## config.mk

```make
export PLATFORM = sky130hd
export DESIGN_NAME = priority_banner_pattern_classifier
export DESIGN_NICKNAME = d
export VERILOG_FILES = /design/src/sv/pbpc_pkg.sv /design/src/sv/priority_banner_pattern_classifier.sv /design/src/sv/pbpc_front.sv /design/src/sv/pbpc_queue.sv /design/src/sv/pbpc_back.sv
export SDC_FILE = /design/constraint.sdc
export NUM_CORES = 1
export LEC_CHECK = 0
export BUFFER_PORTS_ARGS = -buffer_cell sky130_fd_sc_hd__buf_4
export CAP_MARGIN = 30
export CORE_MARGIN = 2
export CORE_UTILIZATION = 63
export DETAILED_ROUTE_END_ITERATION = 10
export MAX_ROUTING_LAYER = met4
export PLACE_DENSITY = 0.8
export SLEW_MARGIN = 20
export SYNTH_ARGS = -nofsm -noshare
export SYNTH_HDL_FRONTEND = slang
export SYNTH_SLANG_ARGS = --single-unit
```

## constraint.sdc

```tcl
create_clock -name clk_i -period 3.67 [get_ports clk_i]
set_input_delay 0.5505 -clock clk_i [delete_from_list [all_inputs] [get_ports clk_i]]
set_output_delay 0.5505 -clock clk_i [all_outputs]
set_load 0.02 [all_outputs]
```

## src/sv/pbpc_pkg.sv

```systemverilog
`default_nettype none
package pbpc_pkg;

  localparam int unsigned NumTable = 34;
  localparam int unsigned NumPat   = 35;
  localparam int unsigned SshBit   = 34;
  localparam int unsigned WinLen   = 11;
  localparam int unsigned HistLen  = 10;

  localparam logic [4:0] CLASS_NONE    = 5'd0;
  localparam logic [4:0] CLASS_GENERIC = 5'd1;
  localparam logic [5:0] ENTRY_NONE    = 6'd0;

  // Patterns in lower case, right justified: byte k back sits at bits [8k+7:8k].
  localparam logic [87:0] PAT_TEXT [NumPat] = '{
    88'h6173747261,
    88'h72617370626961_6e,
    88'h7562756e7475,
    88'h64656269616e,
    88'h66726565627364,
    88'h726f73737368,
    88'h6d696b726f74696b,
    88'h666f725f77696e646f7773,
    88'h77696e646f7773,
    88'h64726f7062656172,
    88'h6f70656e777274,
    88'h6f706e73656e7365,
    88'h706673656e7365,
    88'h636973636f,
    88'h726f636b79,
    88'h616c6d616c696e7578,
    88'h616c6d61,
    88'h63656e746f73,
    88'h7268656c,
    88'h72656420686174,
    88'h726564686174,
    88'h2e656c37,
    88'h2e656c38,
    88'h2e656c39,
    88'h6665646f7261,
    88'h73757365,
    88'h67656e746f6f,
    88'h61726368,
    88'h616c70696e65,
    88'h6e69786f73,
    88'h6d616e6a61726f,
    88'h766f6964,
    88'h6f7261636c65,
    88'h616d617a6f6e,
    88'h7373682d
  };

  localparam logic [3:0] PAT_LEN [NumPat] = '{
    4'd5, 4'd8, 4'd6, 4'd6, 4'd7, 4'd6, 4'd8, 4'd11, 4'd7, 4'd8,
    4'd7, 4'd8, 4'd7, 4'd5, 4'd5, 4'd9, 4'd4, 4'd6, 4'd4, 4'd7,
    4'd6, 4'd4, 4'd4, 4'd4, 4'd6, 4'd4, 4'd6, 4'd4, 4'd6, 4'd5,
    4'd7, 4'd4, 4'd6, 4'd6, 4'd4
  };

  localparam logic [4:0] PAT_CLASS [NumTable] = '{
    5'd2,  5'd3,  5'd4,  5'd5,  5'd6,  5'd7,  5'd7,  5'd8,  5'd8,  5'd9,
    5'd10, 5'd11, 5'd12, 5'd13, 5'd14, 5'd15, 5'd15, 5'd16, 5'd17, 5'd17,
    5'd17, 5'd17, 5'd17, 5'd17, 5'd18, 5'd19, 5'd20, 5'd21, 5'd22, 5'd23,
    5'd24, 5'd25, 5'd26, 5'd27
  };

  typedef struct packed {
    logic              valid;
    logic [NumPat-1:0] hits;
  } pbpc_hits_t;

endpackage
`default_nettype wire

```

## src/sv/priority_banner_pattern_classifier.sv

```systemverilog
`default_nettype none
// Banner pattern classifier.
// Input channel: one text byte per transfer (text_byte_i, end_of_text_i) under
// in_valid_i / in_ready_o. Bytes are folded to lower case and matched against
// a fixed pattern table by parallel window comparators; hit flags are sticky
// for the length of one text. A zero byte stops the search until the end mark.
// Output channel: one transfer per text, on the byte marked last, carrying
// class_code_o and winning_entry_o under out_valid_o / out_ready_i.
// Throughput: one byte per cycle while the queue is not full, including back-to-back texts.
// Path: the front matches and queues the hit vector on the transfer of the last
// byte; the back encodes the queue head into the output register once that
// register is empty or its result is being taken.
// Stall: when the receiver holds off, finished hit vectors wait in a queue of
// QueueDepth entries; in_ready_o drops only once that queue is full.
// Reset: clears history, hit flags, queue and the output valid at once; the
// block is ready for a byte as soon as reset is released.
module priority_banner_pattern_classifier #(
  parameter int unsigned QueueDepth = 2
) (
  input  logic       clk_i,
  input  logic       rst_ni,
  input  logic [7:0] text_byte_i,
  input  logic       end_of_text_i,
  input  logic       in_valid_i,
  output logic       in_ready_o,
  output logic [4:0] class_code_o,
  output logic [5:0] winning_entry_o,
  output logic       out_valid_o,
  input  logic       out_ready_i
);
  import pbpc_pkg::*;

  pbpc_hits_t push, head;
  logic       queue_full, pop;

  // Front: fold case, match, hold sticky flags, push on the last byte.
  pbpc_front u_front (
    .clk_i         (clk_i),
    .rst_ni        (rst_ni),
    .text_byte_i   (text_byte_i),
    .end_of_text_i (end_of_text_i),
    .in_valid_i    (in_valid_i),
    .in_ready_o    (in_ready_o),
    .queue_full_i  (queue_full),
    .push_o        (push)
  );

  // Decouple: hold finished hit vectors while the receiver stalls.
  pbpc_queue #(
    .Depth (QueueDepth)
  ) u_queue (
    .clk_i  (clk_i),
    .rst_ni (rst_ni),
    .push_i (push),
    .pop_i  (pop),
    .head_o (head),
    .full_o (queue_full)
  );

  // Back: priority encode the head vector into the output register.
  pbpc_back u_back (
    .clk_i           (clk_i),
    .rst_ni          (rst_ni),
    .head_i          (head),
    .pop_o           (pop),
    .out_valid_o     (out_valid_o),
    .out_ready_i     (out_ready_i),
    .class_code_o    (class_code_o),
    .winning_entry_o (winning_entry_o)
  );

endmodule
`default_nettype wire

```

## src/sv/pbpc_front.sv

```systemverilog
`default_nettype none
module pbpc_front (
  input  logic                clk_i,
  input  logic                rst_ni,
  input  logic [7:0]          text_byte_i,
  input  logic                end_of_text_i,
  input  logic                in_valid_i,
  output logic                in_ready_o,
  input  logic                queue_full_i,
  output pbpc_pkg::pbpc_hits_t push_o
);
  import pbpc_pkg::*;

  logic [7:0]        hist_q [HistLen];
  logic [7:0]        hist_d [HistLen];
  logic [NumPat-1:0] hits_q, hits_d, hits_final, pat_match;
  logic              stopped_q, stopped_d;
  logic [7:0]        lc_byte;
  logic [7:0]        win [WinLen];
  logic              accept, searching;

  assign in_ready_o = !queue_full_i;
  assign accept     = in_valid_i && in_ready_o;

  always_comb begin
    lc_byte = text_byte_i;
    if (text_byte_i inside {[8'h41:8'h5A]}) begin
      lc_byte = text_byte_i + 8'h20;
    end
    win[0] = lc_byte;
    for (int k = 1; k < WinLen; k++) begin
      win[k] = hist_q[k-1];
    end
  end

  // Window comparators, one per pattern, all in parallel.
  always_comb begin
    for (int i = 0; i < NumPat; i++) begin
      pat_match[i] = 1'b1;
      for (int k = 0; k < WinLen; k++) begin
        if ((4'(k) < PAT_LEN[i]) && (win[k] != PAT_TEXT[i][8*k +: 8])) begin
          pat_match[i] = 1'b0;
        end
      end
    end
  end

  assign searching  = !stopped_q && (text_byte_i != 8'h00);
  assign hits_final = searching ? (hits_q | pat_match) : hits_q;

  always_comb begin
    hits_d    = hits_q;
    stopped_d = stopped_q;
    hist_d    = hist_q;
    if (accept) begin
      if (end_of_text_i) begin
        hits_d    = '0;
        stopped_d = 1'b0;
        for (int k = 0; k < HistLen; k++) begin
          hist_d[k] = 8'h00;
        end
      end else if (searching) begin
        hits_d    = hits_final;
        hist_d[0] = lc_byte;
        for (int k = 1; k < HistLen; k++) begin
          hist_d[k] = hist_q[k-1];
        end
      end else if (!stopped_q) begin
        stopped_d = 1'b1;
      end
    end
  end

  assign push_o.valid = accept && end_of_text_i;
  assign push_o.hits  = hits_final;

  always_ff @(posedge clk_i or negedge rst_ni) begin
    if (!rst_ni) begin
      hits_q    <= '0;
      stopped_q <= 1'b0;
      for (int k = 0; k < HistLen; k++) begin
        hist_q[k] <= 8'h00;
      end
    end else begin
      hits_q    <= hits_d;
      stopped_q <= stopped_d;
      hist_q    <= hist_d;
    end
  end

endmodule
`default_nettype wire

```

## src/sv/pbpc_queue.sv

```systemverilog
`default_nettype none
module pbpc_queue #(
  parameter int unsigned Depth = 2
) (
  input  logic                 clk_i,
  input  logic                 rst_ni,
  input  pbpc_pkg::pbpc_hits_t push_i,
  input  logic                 pop_i,
  output pbpc_pkg::pbpc_hits_t head_o,
  output logic                 full_o
);
  import pbpc_pkg::*;

  localparam int unsigned PtrW = (Depth > 1) ? $clog2(Depth) : 1;
  localparam int unsigned CntW = $clog2(Depth + 1);

  logic [NumPat-1:0] mem [Depth];
  logic [PtrW-1:0]   wr_ptr_q, wr_ptr_d, rd_ptr_q, rd_ptr_d;
  logic [CntW-1:0]   count_q, count_d;
  logic              do_push, do_pop;

  assign full_o      = (count_q == CntW'(Depth));
  assign head_o.valid = (count_q != '0);
  assign head_o.hits  = mem[rd_ptr_q];

  assign do_push = push_i.valid && !full_o;
  assign do_pop  = pop_i && head_o.valid;

  always_comb begin
    wr_ptr_d = wr_ptr_q;
    rd_ptr_d = rd_ptr_q;
    count_d  = count_q;
    if (do_push) begin
      wr_ptr_d = (wr_ptr_q == PtrW'(Depth - 1)) ? '0 : wr_ptr_q + 1'b1;
    end
    if (do_pop) begin
      rd_ptr_d = (rd_ptr_q == PtrW'(Depth - 1)) ? '0 : rd_ptr_q + 1'b1;
    end
    if (do_push && !do_pop) begin
      count_d = count_q + 1'b1;
    end else if (do_pop && !do_push) begin
      count_d = count_q - 1'b1;
    end
  end

  always_ff @(posedge clk_i) begin
    if (do_push) begin
      mem[wr_ptr_q] <= push_i.hits;
    end
  end

  always_ff @(posedge clk_i or negedge rst_ni) begin
    if (!rst_ni) begin
      wr_ptr_q <= '0;
      rd_ptr_q <= '0;
      count_q  <= '0;
    end else begin
      wr_ptr_q <= wr_ptr_d;
      rd_ptr_q <= rd_ptr_d;
      count_q  <= count_d;
    end
  end

endmodule
`default_nettype wire

```

## src/sv/pbpc_back.sv

```systemverilog
`default_nettype none
module pbpc_back (
  input  logic                 clk_i,
  input  logic                 rst_ni,
  input  pbpc_pkg::pbpc_hits_t head_i,
  output logic                 pop_o,
  output logic                 out_valid_o,
  input  logic                 out_ready_i,
  output logic [4:0]           class_code_o,
  output logic [5:0]           winning_entry_o
);
  import pbpc_pkg::*;

  logic       out_valid_q;
  logic [4:0] class_q, class_d;
  logic [5:0] entry_q, entry_d;

  assign pop_o = head_i.valid && (!out_valid_q || out_ready_i);

  // First table entry in table order wins; scan from the back so it lands last.
  always_comb begin
    class_d = CLASS_NONE;
    entry_d = ENTRY_NONE;
    for (int i = NumTable - 1; i >= 0; i--) begin
      if (head_i.hits[i]) begin
        class_d = PAT_CLASS[i];
        entry_d = 6'(i + 1);
      end
    end
    if ((entry_d == ENTRY_NONE) && head_i.hits[SshBit]) begin
      class_d = CLASS_GENERIC;
    end
  end

  always_ff @(posedge clk_i) begin
    if (pop_o) begin
      class_q <= class_d;
      entry_q <= entry_d;
    end
  end

  always_ff @(posedge clk_i or negedge rst_ni) begin
    if (!rst_ni) begin
      out_valid_q <= 1'b0;
    end else if (pop_o) begin
      out_valid_q <= 1'b1;
    end else if (out_ready_i) begin
      out_valid_q <= 1'b0;
    end
  end

  assign out_valid_o     = out_valid_q;
  assign class_code_o    = class_q;
  assign winning_entry_o = entry_q;

endmodule
`default_nettype wire

```

==> Yosys cells after proc, flatten, opt, wreduce, memory -nomap -nowiden <==
Memory sizes are Yosys's and may differ from the RTL's.
Index checks and enable logic that the tools add are counted.
W data, S select, Z words.
{ "totals": {"n_memories": 1, "elab_cells": 426, "in_bits": 13, "output_inout_bits": 13, "ram_bits": 70, "reg_bits": 132} }
{ "mem_list": {"columns": ["name", "depth", "width", "rd", "rd_ports_with_merged_regs", "write_ports", "line", "source"], "rows": [
  ["u_queue.mem", 2, 35, 1, 0, 1, "pbpc_queue.sv:17", "logic [NumPat-1:0] mem [Depth];"]
]} }
{ "classes": {"magnitude_cmp": 2, "muxes": 259, "bitwise_logic": 1, "add_sub_neg": 5, "n_eq_ne": 110, "reduce_logical": 27} }
{ "ops": {"columns": ["cell", "count"], "rows": [
  ["$ne A8 B7 Y1 const B", 102],
  ["$mux W6", 34],
  ["$mux W1", 183],
  ["$mux W80", 2],
  ["$mux W35", 3],
  ["$mux W5", 17],
  ["$ne A8 B6 Y1 const B", 6],
  ["$mux W4", 10],
  ["$or A35 B35 Y35", 1],
  ["$reduce_or A18 Y1", 1],
  ["$mux W3", 5],
  ["$logic_and A1 B1 Y1", 10],
  ["$add A8 B6 Y8 const B", 1],
  ["$ge A8 B7 Y1 const B", 1],
  ["$le A8 B7 Y1 const B", 1],
  ["$mux W2", 4],
  ["$mux W8", 1],
  ["$reduce_bool A2 Y1", 4],
  ["$reduce_bool A8 Y1", 1],
  ["$reduce_or A8 Y1", 1],
  ["$logic_not A6 Y1", 1],
  ["$logic_not A1 Y1", 5],
  ["$reduce_and A2 Y1", 2],
  ["$reduce_or A3 Y1", 1],
  ["other kinds (6)", 7]
]} }

==> Longest topological paths before layout <==
Gate-level depths: netlist (run 1).
An unclocked memory read counts as a cell.
{ "depth": {"word_depth": 38, "mapped_depth": 11} }

==> By module <==
A second synthesis (run 1) with hierarchy kept.
{ "unflattened": {"cells_unflattened": 934, "area_unflattened_um2": 10430.0} }
{ "by_module_without_submodules": {"columns": ["module", "area_per_inst_um2", "seq_area_each_um2", "cells_each", "n_inst"], "rows": [
  ["pbpc_front", 6475.0, 2902.8, 670, 1],
  ["pbpc_queue", 2876.5, 2202.1, 128, 1],
  ["pbpc_back", 1078.5, 355.3, 136, 1]
]} }

==> Worst setup path after synthesis (run 1) <==
Ideal clock, no wire load.
{ "synth_timing": {"kind": "reg2reg", "start": "reg u_queue.count_q[0]", "end": "mem u_queue.mem[0][0] (enable)", "period_less_slack_ps": 3161, "stages_incl_launch_ff": 5, "arrival_ps": 2733, "n_path_buf": 1, "setup_time_ps": 427, "slack_ps": 509, "cell_sequence": "dfrtp_1 nand2b_1 nand3_1 clkbuf_1 nor2_1"} }
{ "synth_between": {"elab_chain_len": 7} }
{ "synth_lines": {"columns": ["element", "line", "source"], "rows": [
  ["from (decl)", "pbpc_queue.sv:19", "logic [CntW-1:0] count_q, count_d;"],
  ["from (signal assigned)", "pbpc_queue.sv:60", "count_q <= count_d;"],
  ["$eq A2 B2 Y1 *", "pbpc_queue.sv:22", "assign full_o = (count_q == CntW'(Depth));"],
  ["$logic_not A1 Y1 *", "pbpc_front.sv:22", "assign in_ready_o = !queue_full_i;"],
  ["named net in_ready_o", "priority_banner_pattern_classifier.sv:25", "output logic in_ready_o,"],
  ["$logic_and A1 B1 Y1", "pbpc_front.sv:23", "assign accept = in_valid_i && in_ready_o;"],
  ["$logic_and A1 B1 Y1", "pbpc_front.sv:74", "assign push_o.valid = accept && end_of_text_i;"],
  ["$logic_and A1 B1 Y1 *", "pbpc_queue.sv:26", "assign do_push = push_i.valid && !full_o;"],
  ["$mux W1 *", "pbpc_queue.sv:47", "if (do_push) begin"],
  ["$mux W1 (not written as such) *", "pbpc_queue.sv:48", "mem[wr_ptr_q] <= push_i.hits;"],
  ["to (decl)", "pbpc_queue.sv:17", null]
]} }
Mark *: on every way through the listed nets, which the timed path passes. The rest lies on a longest branch.

==> Final worst setup path (run 1) <==
{ "layout_timing": {"start": "reg u_queue.rd_ptr_q", "end": "reg u_back.entry_q[0], in the netlist u_back.winning_entry_o[0] (data pin)"} }
{ "layout_between": {"elab_chain_len": 34} }
{ "layout_lines": {"columns": ["element", "line", "source"], "rows": [
  ["from (decl)", "pbpc_queue.sv:18", "logic [PtrW-1:0] wr_ptr_q, wr_ptr_d, rd_ptr_q, rd_ptr_d;"],
  ["from (signal assigned)", "pbpc_queue.sv:59", "rd_ptr_q <= rd_ptr_d;"],
  ["$mem_v2 Z2 W35 *", null, null],
  ["$mux W6 (32 in a row)", "pbpc_back.sv:25", "if (head_i.hits[i]) begin"],
  ["$mux W6 *", "pbpc_back.sv:25", null],
  ["named net u_back.entry_d[0]", "pbpc_back.sv:16", "logic [5:0] entry_q, entry_d;"],
  ["to (signal assigned)", "pbpc_back.sv:38", "entry_q <= entry_d;"],
  ["to (decl)", "pbpc_back.sv:16", null]
]} }
Marks and branches as above.
A chain may end at the register's enable or synchronous reset.

==> run summary, run 1 <==
The area inside the core boundary was 0.0158 mm^2. The width of the die works out to 131 um. Gates resized during post-CTS repair numbered 0. The initial cell density of the core is 0.642, and the worst-case vdd ir drop is 438 uV. The first global-routing pass estimated 48,500 um of wire.

After detailed routing, the average wire length per cell comes to 26.8 um. After layout, the design draws a total of 6.98 mW. The count of cells along the worst register-to-register path works out to 7. The number of setup violations in the final report was 0. The start point of the critical path is u_queue.rd_ptr_q$_DFFE_PN0P_. The post-route clock period utilization was 0.865; the leakage component of the power was 4.90 nW. For the worst setup margin, the log shows 0.496 ns.

The path class of the tightest hold or removal check is in2reg. The final-report hold violation count is 0. For the initial antenna violation count, the log shows 0. The via count of the first global-routing pass was 8,243. The worst hold margin is 0.355 ns, and the number of CTS-inserted buffers is 21. The run gives 0 as the overall overflow remaining after global route.

The tools report the non-filler instance count after layout as 1,153. The mean number of vias per cell came out at 7.32. The critical path ends at u_back.winning_entry_o[0]$_DFFE_PP_. Traced cell by cell, the critical path runs through inv_1 -> o31ai_1 -> o21ai_0 -> nor2_1 -> o21ai_0 -> a41oi_1 -> o21ai_0. Port buffering added 25 buffers. The logs give 1,114 for the total instance count after detailed placement and 0.685 ns for the post-place setup slack.

The number of antenna diodes in the final layout is 0. The flow ran to the end, and the final reports show no timing, DRC or antenna violations. After the last flow step, the layout net total stands at 937.

The level count of the clock H-tree came out at 1. The logs give 21,800 um for the estimated wirelength of the detail-placed design and 3.42 ns for the worst path arrival time. The vertical die dimension is 131 um, and the clock transition at the registers of the reported paths is 0.06 ns. Largest net degree at the start of global routing: 81. The growth of design area from synthesis to finish came out at 11.4%. The worst register-to-register path begins at u_queue.rd_ptr_q$_DFFE_PN0P_.

The run gives 0.538 as the sequential element share of the synthesized area. For the later-pin clock latency in the skew report, the log shows 0.51 ns. Across the routed clock network, the largest skew measured is 0.0175 ns. After detailed routing, the number of remaining DRC violations is 0.

The final critical-path required period came out at 3.17 ns. The final number of max-transition violations was 0. The worst setup path is of the reg2reg kind. In this run, distinct cell masters in the synthesized netlist total 84.

The antenna violation net count after detailed routing was 0; the count of hold-fix buffers inserted at cts was 1. The share of the synthesized area in the top cell type was 0.298. The die covers 0.0172 mm^2. For this run, the slowest stage of the critical path takes 0.90 ns. The synthesized design spends more area on one cell type than any other, namely dfrtp_1. Final standard cell area without fillers: 0.0113 mm^2.

The relative slew slack is 0.364, and the final routed wirelength across all metal layers is 31,000 um. The worst register-to-register path ends at u_back.winning_entry_o[0]$_DFFE_PP_. In this run the count of I/O pins placed on the die edge is 26. For the combined global-route utilization of all metal layers, the log shows 0.387. The run gives 3 as the maximum count of clock buffers along a single path. The share of flip-flops with an asynchronous set or reset was 0.599; the number of instances on the worst hold path was 2. For this design, the slowest cell found on the critical path is dfrtp_2. Among all flip-flop cells after synthesis, the most frequent one is dfrtp_1.

The cell count after synthesis came out at 904. The number of rows in the core area came out at 46. At the pin with the least slew margin, the transition time is 0.946 ns.

The highest clock rate was 0.315 GHz. Setup repair after global routing left no endpoint under its margin. The root buffer cell is clkbuf_16. STA classifies the critical path endpoint as a register.

After synthesis, the cell types taking the most area are dfrtp_1, edfxtp_1, a22o_1, nor3_1, o211a_1. After synthesis the netlist holds a flip-flop and latch count of 202. In this run, the number of DRC markers left after iteration 0 of detailed routing was 1,110. For this run, the number of Yosys warnings is 0.

Once placement finished, the instance area stood at 0.0106 mm^2. Counting every sink on the clock net gives 202. For the core utilization of the finished layout, the log shows 0.715. The critical path launch point type was a register. The library cell appearing most often on the critical path is o21ai_0. The first-pass iteration count of the detailed router was 8; the sum of negative setup slack was 0 ns. Net count after synthesis: 919. Summing over every cut layer, the via total after detailed routing is 8,435.

The tool flagged a number of max-cap violations equal to 0. In this run the cell area of the synthesized design comes to 0.0102 mm^2. The worst setup slack for register-to-register paths came out at 0.50 ns. For the post-CTS setup buffer count, the log shows 0. The critical-path maximum fanout works out to 45. For this design the ratio of total power to cell area is 617 mW/mm^2. Data on the critical path is required at its endpoint by 3.91 ns. A synthesized cell averages 11.2 um^2. The number of flops mapped to enable cells by yosys was 81; the fraction of layout cells with a size suffix above 1 was 0.134.

TritonCTS built the clock tree. The global placer's final weighted congestion is 0.999.
Yosys cell counts, types with 6 or more instances:
cell type,n
a211oi_1,6
a21oi_1,26
a22o_1,77
a31o_2,13
a41o_1,12
and2_1,6
and3_1,10
buf_2,15
buf_6,6
clkbuf_1,26
dfrtp_1,121
edfxtp_1,81
inv_1,19
mux2_2,7
mux2i_1,7
nand2_1,47
nand2b_1,25
nand3_1,28
nand3b_1,6
nand4_1,13
nand4b_1,6
nor2_1,61
nor2b_1,22
nor3_1,56
nor3b_1,11
nor4_1,16
nor4bb_1,9
o211a_1,27
o21ai_0,14
o21bai_1,6
o31ai_1,6
o32ai_1,7
or3_1,11
state kept, by name (all words and copies together) (netlist names):
name	count
u_back.out_valid_o	1
u_front.hist_q	80
u_queue.rd_ptr_q	1
u_queue.wr_ptr_q	1
u_front.stopped_q	1
u_back.winning_entry_o	6
u_queue.count_q	2
u_front.hits_q	35
u_queue.mem	70
u_back.class_code_o	5
layout make-up:
class / count / area [um^2]
flip-flops and latches: 202 / 5460
repair buffers: 43 / 383
clock inverters: 9 / 135
clock buffers: 29 / 596
inverters: 20 / 75.1
well taps: 216 / 270
fillers: 1063 / 4520
multi-input cells: 634 / 4390
layout by cell type, fill, tap and decap left out, types with 5 or more instances in the layout:
master,n
a211oi_1,6
a21oi_1,26
a22o_1,77
a31o_2,13
a31oi_1,5
a41o_1,12
and2_1,6
and3_1,10
and4_1,5
buf_4,38
clkbuf_16,21
dfrtp_1,120
edfxtp_1,81
inv_1,19
mux2_2,7
mux2i_1,7
nand2_1,47
nand2b_1,25
nand3_1,28
nand3b_1,6
nand4_1,13
nand4b_1,6
nor2_1,59
nor2b_1,22
nor3_1,56
nor3b_1,11
nor4_1,16
nor4bb_1,9
o211a_1,27
o21a_1,5
o21ai_0,14
o21bai_1,6
o31ai_1,6
o32ai_1,7
or3_1,11
how the worst min path moves through the flow:
stage | startpoint | to | slack, ns
2_1_floorplan | rst_ni | u_back.out_valid_o$_DFFE_PN0P_ | 0.25
6_report | text_byte_i[3] | u_front.hist_q[75]$_DFFE_PN0P_ | 0.35
4_1_cts | text_byte_i[2] | u_front.hist_q[74]$_DFFE_PN0P_ | 0.34
3_5_place_dp | u_front.hits_q[7]$_DFFE_PN0P_ | u_front.hits_q[7]$_DFFE_PN0P_ | 0.48
3_3_place_gp | u_front.hits_q[15]$_DFFE_PN0P_ | u_front.hits_q[15]$_DFFE_PN0P_ | 0.45
5_1_grt | text_byte_i[2] | u_front.hist_q[74]$_DFFE_PN0P_ | 0.35
per-layer routing:
| metal | track usage | vias up | wire length, um |
|---|---|---|---|
| met2 | 0.617 | 533 | 14900 |
| met5 | - | - | 0 |
| li1 | - | 3586 | - |
| met1 | 0.494 | 4177 | 11800 |
| met3 | 0.0623 | 139 | 2550 |
| met4 | 0.170 | 0 | 1680 |
worst max-delay path: cells and delay by family (launching register included):
| family | cells | cell delay [ns] |
|---|---|---|
| buf+inv | 1 | 0.43 |
| flops | 1 | 0.90 |
| compound gates | 5 | 1.40 |
| simple gates | 1 | 0.16 |
where the power goes:
part | switching, mW | leakage (nW) | internal [mW]
Clock | 0.890 | 0.348 | 1.35
Sequential | 0.338 | 2.45 | 2.62
Combinational | 1.16 | 2.11 | 0.619
kinds of logic after synthesis:
family / count (synthesis) / share of synthesized area
simple gates: 367 / 0.208
xor+xnor: 5 / 0.00431
compound gates: 246 / 0.202
flops: 202 / 0.538
fa+ha+maj: 2 / 0.00246
mux: 14 / 0.0147
buf+inv: 68 / 0.0314
Power figures use the tool's default switching activity.
==> run 2, diff against run 1 <==
--- a/config.mk
+++ b/config.mk
@@ -7,7 +7,6 @@
 export LEC_CHECK = 0
 export BUFFER_PORTS_ARGS = -buffer_cell sky130_fd_sc_hd__buf_4
 export CAP_MARGIN = 30
-export CORE_MARGIN = 2
 export CORE_UTILIZATION = 63
 export DETAILED_ROUTE_END_ITERATION = 10
 export MAX_ROUTING_LAYER = met4
==> run summary, run 2 (same netlist as run 1, synthesis figures left out) <==
The run finished with clean final reports. The worst setup margin is 0.640 ns (+0.145 ns), and the post-route clock skew is 0.0150 ns (-0.00249 ns). Worst hold margin: 0.315 ns (-0.0397 ns).

The largest registers in the layout are u_front.hist_q (80), u_queue.mem (70), u_front.hits_q (35). The startpoint identified for the worst register-to-register timing path is u_queue.rd_ptr_q$_DFFE_PN0P_. The root buffer cell was clkbuf_16. The worst stage delay on the critical path was 0.66 ns (-0.24 ns); the number of antenna cells inserted was 0 (unchanged). DRC violation count after routing: 0 (unchanged). The worst path arrival time was 3.38 ns (-0.04 ns); the growth of design area from synthesis to finish was 10.8%. For the number of CTS-inserted buffers, the log shows 20 (-4.8%). TritonCTS built the clock tree. Overall overflow remaining after global route: 0 (unchanged).

The number of rows in the core area was 46 (unchanged). In this run the worst setup path begins at u_queue.rd_ptr_q$_DFFE_PN0P_. The sequential power share was 0.434 (+0.010). The source of the worst hold timing path is out_ready_i.

The global-route wire length before repair is 46,700 um (-3.7%). Part of the power in the clock network: 0.297 (-0.025). Final number of max-transition violations: 0 (unchanged). The initial antenna violation count was 0 (unchanged); the estimated wirelength of the detail-placed design was 21,700 um (-0.71%). The mean number of vias per cell works out to 7.29 (-0.34%). The switching component of the power was 2.33 mW (-2.2%).

The run gives 0.0158 mm^2 (unchanged) as the area inside the core boundary. The level count of the clock H-tree is 1 (unchanged). The max capacitance violation total was 0 (unchanged). For the final-report hold violation count, the log shows 0 (unchanged). The antenna violation net count after detailed routing was 0 (unchanged); the fraction of layout cells with a size suffix above 1 was 0.132 (-0.00228). The tools report the cell-internal power as 4.42 mW (-3.9%). The number of instances on the worst hold path was 3 (+1). For the count of cells resized by post-cts repair, the log shows 0 (unchanged).

Core utilization of the finished layout: 0.711 (-0.00379). The final critical-path required period is 3.03 ns (-0.145 ns), and the sum of negative setup slack is 0 ns (unchanged). The largest net degree at the start of global routing was 82 (+1.2%); the flip-flop count of the largest register after layout was 80 (unchanged). Post-CTS setup buffer count: 0 (unchanged).

Global placer's final weighted congestion: 1.12 (+12%). The final-layout fill cell count was 1,094 (+2.9%). The number of buffers added on ports came out at 25 (unchanged).

The post-place setup slack is 0.804 ns (+0.119 ns). Slowest cell on the critical path: dfrtp_2. The overall power consumption came out at 6.75 mW (-3.3%). The maximum count of clock buffers along a single path came out at 3 (unchanged). The tools report the endpoint type of the worst setup path as a register. The path class of the tightest hold or removal check is in2reg. The logs give 0.0166 mm^2 (-3.0%) for the area of the die and 0 (unchanged) for the number of setup violations in the final report. The first-pass iteration count of the detailed router is 6 (-2).

For the highest clock rate, the log shows 0.330 GHz (+4.8%). Register ranked first by flip-flop count: u_front.hist_q. The commonest non-fill, non-tap cell in the layout was dfrtp_1. For the data required time at the worst endpoint, the log shows 4.02 ns (+0.11 ns). The tools report the via count of the first global-routing pass as 7,958 (-3.5%). The first-iteration detailed-routing DRC count was 1,051 (-5.3%).

For the count of hold-fix buffers inserted at cts, the log shows 0 (-1). Critical-path maximum fanout: 22 (-51%). The run gives 0.00439 mm^2 (unchanged) as the area of combinational cells with multiple inputs.

The number of top-level design ports was 26 (unchanged); the later-pin clock latency in the skew report was 0.50 ns (about the same). Traced cell by cell, the critical path runs through buf_4 -> nand2b_1 -> o32ai_1 -> buf_4 -> nand2_1 -> nor4_1 -> a31oi_1 -> or4_1 -> a21boi_1. Critical path class: reg2reg.

The total number of vias is 8,414 (-0.25%). The critical path launch point type is a register. Combined global-route utilization of all metal layers: 0.389 (+0.00152).

By instance count, the cell type seen most on the critical path is buf_4. The worst-case vdd ir drop was 443 uV (+1.3%). The width of the die was 129 um (-1.5%). Setup repair after global routing left no endpoint under its margin. Relative contribution of combinational cells to total power: 0.268 (+0.014). The endpoint of the worst hold path is u_back.out_valid_o$_DFFE_PN0P_. Initial cell density of the core: 0.642 (unchanged). The final routed wirelength across all metal layers is 30,400 um (-1.8%). Post-route clock period utilization: 0.826 (-0.0394). The switching part of the total power is 0.345 (+0.00388).

Actual slew at the worst max-slew pin: 0.832 ns (-0.114 ns). The layout net count is 939 (+0.21%), and the vertical die dimension is 129 um (-1.5%). The endpoint identified for the worst register-to-register timing path is u_back.class_code_o[0]$_SDFFCE_PP1P_. The relative slew slack was 0.438 (+0.0739); the routed length per placed instance was 26.3 um (-1.9%).

In the layout the commonest cells are dfrtp_1, edfxtp_1, a22o_1. The register area came out at 0.00546 mm^2 (unchanged). The leakage component of the power came out at 4.88 nW (-0.53%).

The power density normalized to cell area was 600 mW/mm^2 (-2.8%); the TritonCTS sink count was 202 (unchanged). The worst setup slack for register-to-register paths was 0.64 ns (+0.14 ns). The clock transition at the registers of the reported paths was 0.06 ns (about the same); the count of cells along the worst register-to-register path was 9 (+2).
[run 2: cell types whose count changed in the layout (fill, tap and decap cells not counted), sizes merged]
cell    before  now
clkbuf      29   26
bufinv       3    2
buf         42   45
clkinv       2    6
inv         21   19
[run 2: per-stage QoR]
stage	instance area, um^2	cells
after floorplan	10200	904
after global placement	10600	1116
after detailed placement	10600	1116
after CTS	11200	1152
after global routing	11300	1154
final	11300	1154
[run 2: power by group through the flow]
| stage | Clock [mW] | Sequential (mW) | Combinational (mW) |
|---|---|---|---|
| after floorplan | 0 | 2.88 | 1.25 |
| after global placement | 0 | 2.95 | 1.72 |
| after detailed placement | 0 | 2.96 | 1.76 |
| after CTS | 2.02 | 2.92 | 1.77 |
| after global routing | 2.11 | 2.96 | 1.94 |
| final | 2.01 | 2.93 | 1.81 |
[run 2: worst max path at each step]
stage	end	slack, ns	cells past startpoint
after floorplan	u_queue.mem[0][0]$_DFFE_PP_	0.51	4
after global placement	u_front.hits_q[28]$_DFFE_PN0P_	0.85	7
after detailed placement	u_queue.mem[0][7]$_DFFE_PP_	0.80	9
after CTS	u_back.class_code_o[0]$_SDFFCE_PP1P_	0.77	9
after global routing	u_back.class_code_o[0]$_SDFFCE_PP1P_	0.54	9
final	u_back.class_code_o[0]$_SDFFCE_PP1P_	0.64	9
[run 2: layer usage]
metal | wire, um | share of wire | GRT usage | vias up
met4 | 1590 | 0.052 | 0.182 | 0
met2 | 14700 | 0.48 | 0.611 | 563
li1 | - | - | - | 3572
met3 | 2630 | 0.087 | 0.0557 | 129
met5 | 0 | 0 | - | -
met1 | 11500 | 0.38 | 0.502 | 4150
[run 2: worst max-delay path: cells and delay by family (launching register included)]
kind,cells,cell delay [ns]
compound gates,3,0.50
buf+inv,2,0.49
flops,1,0.66
simple gates,4,1.22
[run 2: final cells by class]
cell class                 instances  area share
tap                              216      0.0240
clock inverter                    10      0.0100
inverter                          20     0.00667
clock buffer                      26      0.0465
sequential                       202       0.485
timing repair buffer              46      0.0371
multi-input combinational        634       0.390
